### src/sv/wtsp_pkg.sv
// Shared constants and types for the world-to-screen projection pipeline.
// Depends on nothing; imported by wtsp_div, world_to_screen_projection and the testbench.
`default_nettype none
package wtsp_pkg;

    // Point and camera formats.
    localparam int POS_W  = 20;   // signed Q16.4 coordinate
    localparam int AXIS_W = 16;   // signed Q1.14 axis component
    localparam int DIFF_W = POS_W + 1;
    localparam int PROD_W = DIFF_W + AXIS_W;   // one term of a dot product, Q.18
    localparam int VIEW_W = PROD_W + 2;        // sum of three terms, Q.18
    localparam int MAG_W  = VIEW_W - 2;        // magnitude of a visible depth
    localparam int HALF_W = 12;
    localparam int PROJ_W = 16;
    localparam int PIX_W  = 16;
    localparam int DEP_W  = 20;

    // Divider operand widths.
    localparam int SNUM_W = HALF_W + 1 + VIEW_W;      // half extent times view coordinate
    localparam int FRAC_SH = 12;                      // Q4.12 projection factor scaling
    localparam int NUM_W  = 62;                       // numerator magnitude, below 2^61
    localparam int DEN_W  = PROJ_W + MAG_W;           // projection factor times depth
    localparam int QBITS  = 18;                       // quotient bits before saturation
    localparam int REM_W  = DEN_W + QBITS;

    // Near limit 0.65 in Q.18, rounded up.
    localparam logic signed [VIEW_W-1:0] NEAR_Q18 = VIEW_W'(170394);
    localparam logic [DEP_W-1:0] DEP_MAX = '1;

    // Configuration register indexes.
    localparam int CFG_IDX_W = 3;
    localparam logic [CFG_IDX_W-1:0] CFG_CAM_POS  = 3'd0;
    localparam logic [CFG_IDX_W-1:0] CFG_CAM_RGT  = 3'd1;
    localparam logic [CFG_IDX_W-1:0] CFG_CAM_UP   = 3'd2;
    localparam logic [CFG_IDX_W-1:0] CFG_CAM_FWD  = 3'd3;
    localparam logic [CFG_IDX_W-1:0] CFG_HALF_W   = 3'd4;
    localparam logic [CFG_IDX_W-1:0] CFG_HALF_H   = 3'd5;
    localparam logic [CFG_IDX_W-1:0] CFG_PROJ_X   = 3'd6;
    localparam logic [CFG_IDX_W-1:0] CFG_PROJ_Y   = 3'd7;
    localparam int CFG_DATA_W = 3 * POS_W;

    // Result of one division: quotient magnitude and what is needed to floor it.
    typedef struct packed {
        logic [QBITS-1:0] q;
        logic             rem_nz;
        logic             ovf;
        logic             neg;
    } t_div_res;

endpackage
`default_nettype wire

### src/sv/wtsp_div.sv
// Pipelined restoring divider, one quotient bit per stage, for unsigned magnitudes.
// Depends on wtsp_pkg for operand widths and the result struct.
`default_nettype none
module wtsp_div (
    input  wire logic                      i_clk,
    input  wire logic                      i_en,
    input  wire logic [wtsp_pkg::NUM_W-1:0] i_num,
    input  wire logic [wtsp_pkg::DEN_W-1:0] i_den,
    input  wire logic                      i_neg,
    output wtsp_pkg::t_div_res             o_res
);
    import wtsp_pkg::*;

    logic [NUM_W-1:0] r_rem [0:QBITS];
    logic [DEN_W-1:0] r_den [0:QBITS];
    logic [QBITS-1:0] r_q   [0:QBITS];
    logic             r_ovf [0:QBITS];
    logic             r_neg [0:QBITS];

    // Entry stage: a quotient of 2^QBITS or more only ever saturates.
    always_ff @(posedge i_clk) begin
        if (i_en) begin
            r_rem[0] <= i_num;
            r_den[0] <= i_den;
            r_q[0]   <= '0;
            r_ovf[0] <= {{(REM_W-NUM_W){1'b0}}, i_num} >= {i_den, {QBITS{1'b0}}};
            r_neg[0] <= i_neg;
        end
    end

    for (genvar j = 1; j <= QBITS; j++) begin : g_step
        localparam int K = QBITS - j;
        logic [REM_W-1:0] n_sh;
        logic [REM_W-1:0] n_ext;
        logic [REM_W-1:0] n_diff;
        logic             n_ge;

        assign n_sh   = {{QBITS{1'b0}}, r_den[j-1]} << K;
        assign n_ext  = {{(REM_W-NUM_W){1'b0}}, r_rem[j-1]};
        assign n_ge   = n_ext >= n_sh;
        assign n_diff = n_ext - n_sh;

        always_ff @(posedge i_clk) begin
            if (i_en) begin
                r_rem[j] <= n_ge ? n_diff[NUM_W-1:0] : r_rem[j-1];
                r_q[j]   <= r_q[j-1] | (n_ge ? (QBITS'(1) << K) : '0);
                r_den[j] <= r_den[j-1];
                r_ovf[j] <= r_ovf[j-1];
                r_neg[j] <= r_neg[j-1];
            end
        end
    end

    assign o_res.q      = r_q[QBITS];
    assign o_res.rem_nz = |r_rem[QBITS];
    assign o_res.ovf    = r_ovf[QBITS];
    assign o_res.neg    = r_neg[QBITS];

endmodule
`default_nettype wire

### config.mk
export PLATFORM = sky130hd
export DESIGN_NAME = wtsp_div
export DESIGN_NICKNAME = d
export VERILOG_FILES = /design/src/sv/wtsp_pkg.sv /design/src/sv/wtsp_div.sv
export SDC_FILE = /design/constraint.sdc
export NUM_CORES = 2
export LEC_CHECK = 0
export BUFFER_PORTS_ARGS = -buffer_cell sky130_fd_sc_hd__buf_2
export CORE_MARGIN = 3
export CORE_UTILIZATION = 35
export CTS_CLUSTER_DIAMETER = 150
export DETAILED_ROUTE_END_ITERATION = 16
export GPL_TIMING_DRIVEN = 0
export PLACE_DENSITY = 0.51
export SLEW_MARGIN = 20
export SYNTH_ARGS = -nofsm -noshare
export SYNTH_HDL_FRONTEND = slang
export SYNTH_SLANG_ARGS = --single-unit
export TNS_END_PERCENT = 1
### constraint.sdc
create_clock -name i_clk -period 3.8 [get_ports i_clk]
set_input_delay 0 -clock i_clk [delete_from_list [all_inputs] [get_ports i_clk]]
set_output_delay 0 -clock i_clk [all_outputs]
set_load 0.01 [all_outputs]
==> summary.txt <==
Synth
  – Fraction of registers with async set/reset: 0%
  – Seq/Total Area, Yosys: around half
  – Post-synth net total: roughly 14000
  – Unique masters post-synth: 110
  – Most frequent cells after synthesis: edfxtp_1 (2341), inv_1 (1172), a21oi_1 (1088)
  – Syn avg cell area: 10.8 um2
  – Most instantiated library cell after synthesis: edfxtp_1
  – Top-area cell type share of the netlist area: 51.8%
  – EDFF count, synth: ~2300
  – Synth area leaders: edfxtp_1 (52%), ha_1 (8.9%), a21oi_1 (4.0%), a21o_1 (3.9%), o21ai_0 (3.5%)
  – YS warnings: 0
  – Gate Count Post-Synth: roughly 13000
  – Post-Syn Area: about 140000 um2
  – Most area-hungry cell type in the Yosys netlist: edfxtp_1
  – Synth Register Bits: about 2300
  – Most used DFF post-synth: edfxtp_1

Placed design
  – Place WS: -2360 ps
  – DP Area: 144000 um2
  – Inst Count DP: 17916
  – Detailed Place HPWL: roughly 300000 um
  – Final Wtd Congestion: between 0.9 and 1
  – PortBufs: around 140

Finish
  – Synthesis-to-finish area growth: 18.7%
  – Post-route design area: between 150000 and 200000 um2
  – Finished Core Util: about two fifths
  – # nets final: 14510
  – Filler instances: about 37000
  – Fin cells: ~19000
  – Share of layout cells above drive strength 1: around 12%

Critical path
  – Arrival time at the worst endpoint: 5010 ps
  – Flop2flop setup slack: -600 ps
  – Critical R2R Launch: r_rem[17][20]
  – Worst Reg-to-Reg Cells: 14
  – Data required, critical path: between 4000 and 5000 ps
  – Crit path max fanout: 9
  – Crit end category: flip-flop
  – Class of the most critical setup path: reg2reg
  – RR Endpoint: r_rem[18][59]
  – CP Launch Type: flip-flop

Timing
  – Slew @ Worst Pin: roughly 1000 ps
  – Final WS setup: -596 ps
  – Setup Viol. Count Final: 817
  – Max-slew violations: 0
  – Fmax: about 230 MHz
  – RSZ-0062 raised after global routing: yes
  – Clk_skew: 48.6 ps
  – Final hold viol count: 0
  – Tmin final: ~4400 ps
  – Fin crit share: 116%
  – Hold slack: between 200 and 300 ps
  – Max transition margin: 30.8%

Floorplanning
  – Die H: about 630 um
  – FP Rows: between 200 and 250
  – Starting Density: between 30% and 40%
  – Core Region: slightly below 400000 um2
  – # IOs: 139
  – Die area: 395000 um2
  – Die width: between 600 and 700 um

Power
  – Clock power share: between 20% and 30%
  – P_sw: 0.0366 W
  – Comb pwr share: 36.9%
  – Internal power: roughly 0.067 W
  – Pwr per Cell Area: ~640 nW/um2
  – Pleak: 65.5 nW
  – Worst IR drop on VDD: between 400 and 500 uV
  – Switch share: a little over a third
  – Sequential share of power: about 36%

Hold path
  – Hold path depth: 5
  – Tightest Hold Check Type: in2reg
  – Worst hold path endpoint: r_ovf[0]
  – Hold Crit Start: i_num[61]

Flow run
  – Max-cap violations: 0

Clock network
  – CTS tree: yes
  – H-tree levels: 5
  – CTS root buffer: clkbuf_16
  – Cts bufs inserted: 298
  – Clock buffer depth: 4
  – Clock slew at reported path FFs: around 60 ps
  – Clock latency on the worst-skew pair: just over 900 ps
  – Sink Count: approximately 2300

Global routing
  – GRT met3 Usage: approximately 1.8%
  – Initial antenna violation count: 4
  – Layer with the highest usage: met2
  – Total Routing Usage GR: a little under a fifth
  – GR Layer Usage met2: about 37%
  – First-pass GRT wire length: between 500000 and 600000 um
  – Number of global-route vias before repair: 99142
  – Gr ovfl total: 0
  – Largest net degree at the start of global routing: roughly 150
  – Met1 Resource Use GR: roughly 18%

Outcome
  – Violated checks: negative setup slack
  – Status: complete, but fails checks

Route
  – DRT antenna net count: 0
  – Routed vias: 94156
  – Vias per std cell: 5.00
  – Pre-Repair DR Iteration Count: 6
  – Wire per inst: a little over 20 um
  – # DRC: 0
  – Drt total wl: 384000 um
  – DR iter-0 viols: ~4200
==> cells by family (layout without fill, tap and decap cells) <==
family                     after synthesis  after routing  share of synthesized area (%)
adders and majority gates              980            980                           9.13
and+or+nand+nor                       2956           2956                           10.4
xor gates and xnor gates               869            869                           5.61
DFF                                   2341           2341                           51.8
buffers and inverters                 1566           2631                           4.45
other                                    0              3                              0
AOI/OAI and AO/OA                     3632           3632                           16.7
muxes                                  230            230                           1.90
==> cell type report <==
type                    count  area (um2)  share of cell area, %
multi-input cells        8667       62700                   38.9
clock inverters           165        1770                   1.10
flip-flops and latches   2341       70300                   43.6
plain buffers             377        2640                   1.64
well taps                5175        6470                   4.02
inverters                1178        4430                   2.75
repair buffers            549        5030                   3.12
diodes                      3        7.51                0.00466
clock buffers             362        7760                   4.82
==> state kept, by name (all words and copies together) (netlist names) <==
name	cells
r_ovf	19
r_q	171
r_den	954
r_rem	1178
r_neg	19
==> power by group through the flow <==
stage / Sequential [W] / Combinational, W / Clock (W)
floorplan: 0.0365 / 0.0260 / 0
global placement: 0.0397 / 0.0354 / 0
detailed placement: 0.0377 / 0.0354 / 0
CTS: 0.0373 / 0.0376 / 0.0288
global route: 0.0377 / 0.0424 / 0.0298
finish: 0.0373 / 0.0381 / 0.0279
==> layer usage <==
metal,part of all wire [%],wire length (um)
met5,0,0
met3,2.4,9080
met1,34,132000
met4,9.1,35000
met2,54,208000
==> timing repair <==
| item | CTS | global route |
|---|---|---|
| setup endpoints to repair | 981 | 1115 |
| pin swaps | 151 | 69 |
| hold endpoints to repair | 612 | 0 |
| setup buffers | 99 | 46 |
| resized for setup | 715 | 399 |
| hold buffers | 235 | 0 |
| cloned | 3 | 1 |
==> how the worst max path moves through the flow <==
stage | start | endpoint | slack [ps] | cells past startpoint
after floorplan | r_rem[9][8] | r_rem[10][60] | 20 | 16
after global placement | i_en | r_den[17][1] | -35720 | 1
after detailed placement | r_rem[12][13] | r_rem[13][41] | -2360 | 15
after CTS | r_den[17][0] | r_rem[18][55] | -660 | 17
after global routing | r_rem[17][0] | r_rem[18][55] | -720 | 18
final | r_rem[17][20] | r_rem[18][59] | -600 | 14
==> critical path: stages, from the launching register on <==
cell	delay, ps
edfxtp_1	400
ha_1	290
clkbuf_1	300
nand4_1	240
or4_1	590
nor4_4	480
nand4_1	320
nand2_1	240
nor3_4	70
buf_12	150
buf_12	160
or3_4	360
buf_6	130
a311oi_2	220
xor2_1	110
==> layout by cell type (no fill, tap or decap), drive strengths merged, types with 144 or more instances in the layout <==
cell            n
edfxtp       2341
inv          1192
a21oi        1095
nand2        1076
o21ai         977
ha            962
a21o          705
nor2          640
clkbuf        618
xnor2         460
buf           435
xor2          409
dlygate4sd3   233
mux2          220
nand4         208
nand3         189
o21bai        144
==> through the flow <==
| step | power [W] | TNS [ps] |
|---|---|---|
| 6_report | 0.103 | -154410 |
| 5_1_grt | 0.110 | -320970 |
| 4_1_cts | 0.104 | -247730 |
| 3_5_place_dp | 0.0731 | -1686820 |
| 3_3_place_gp | 0.0752 | - |
| 2_1_floorplan | 0.0624 | 0 |
Note: power is estimated with default switching activity, not from simulation.
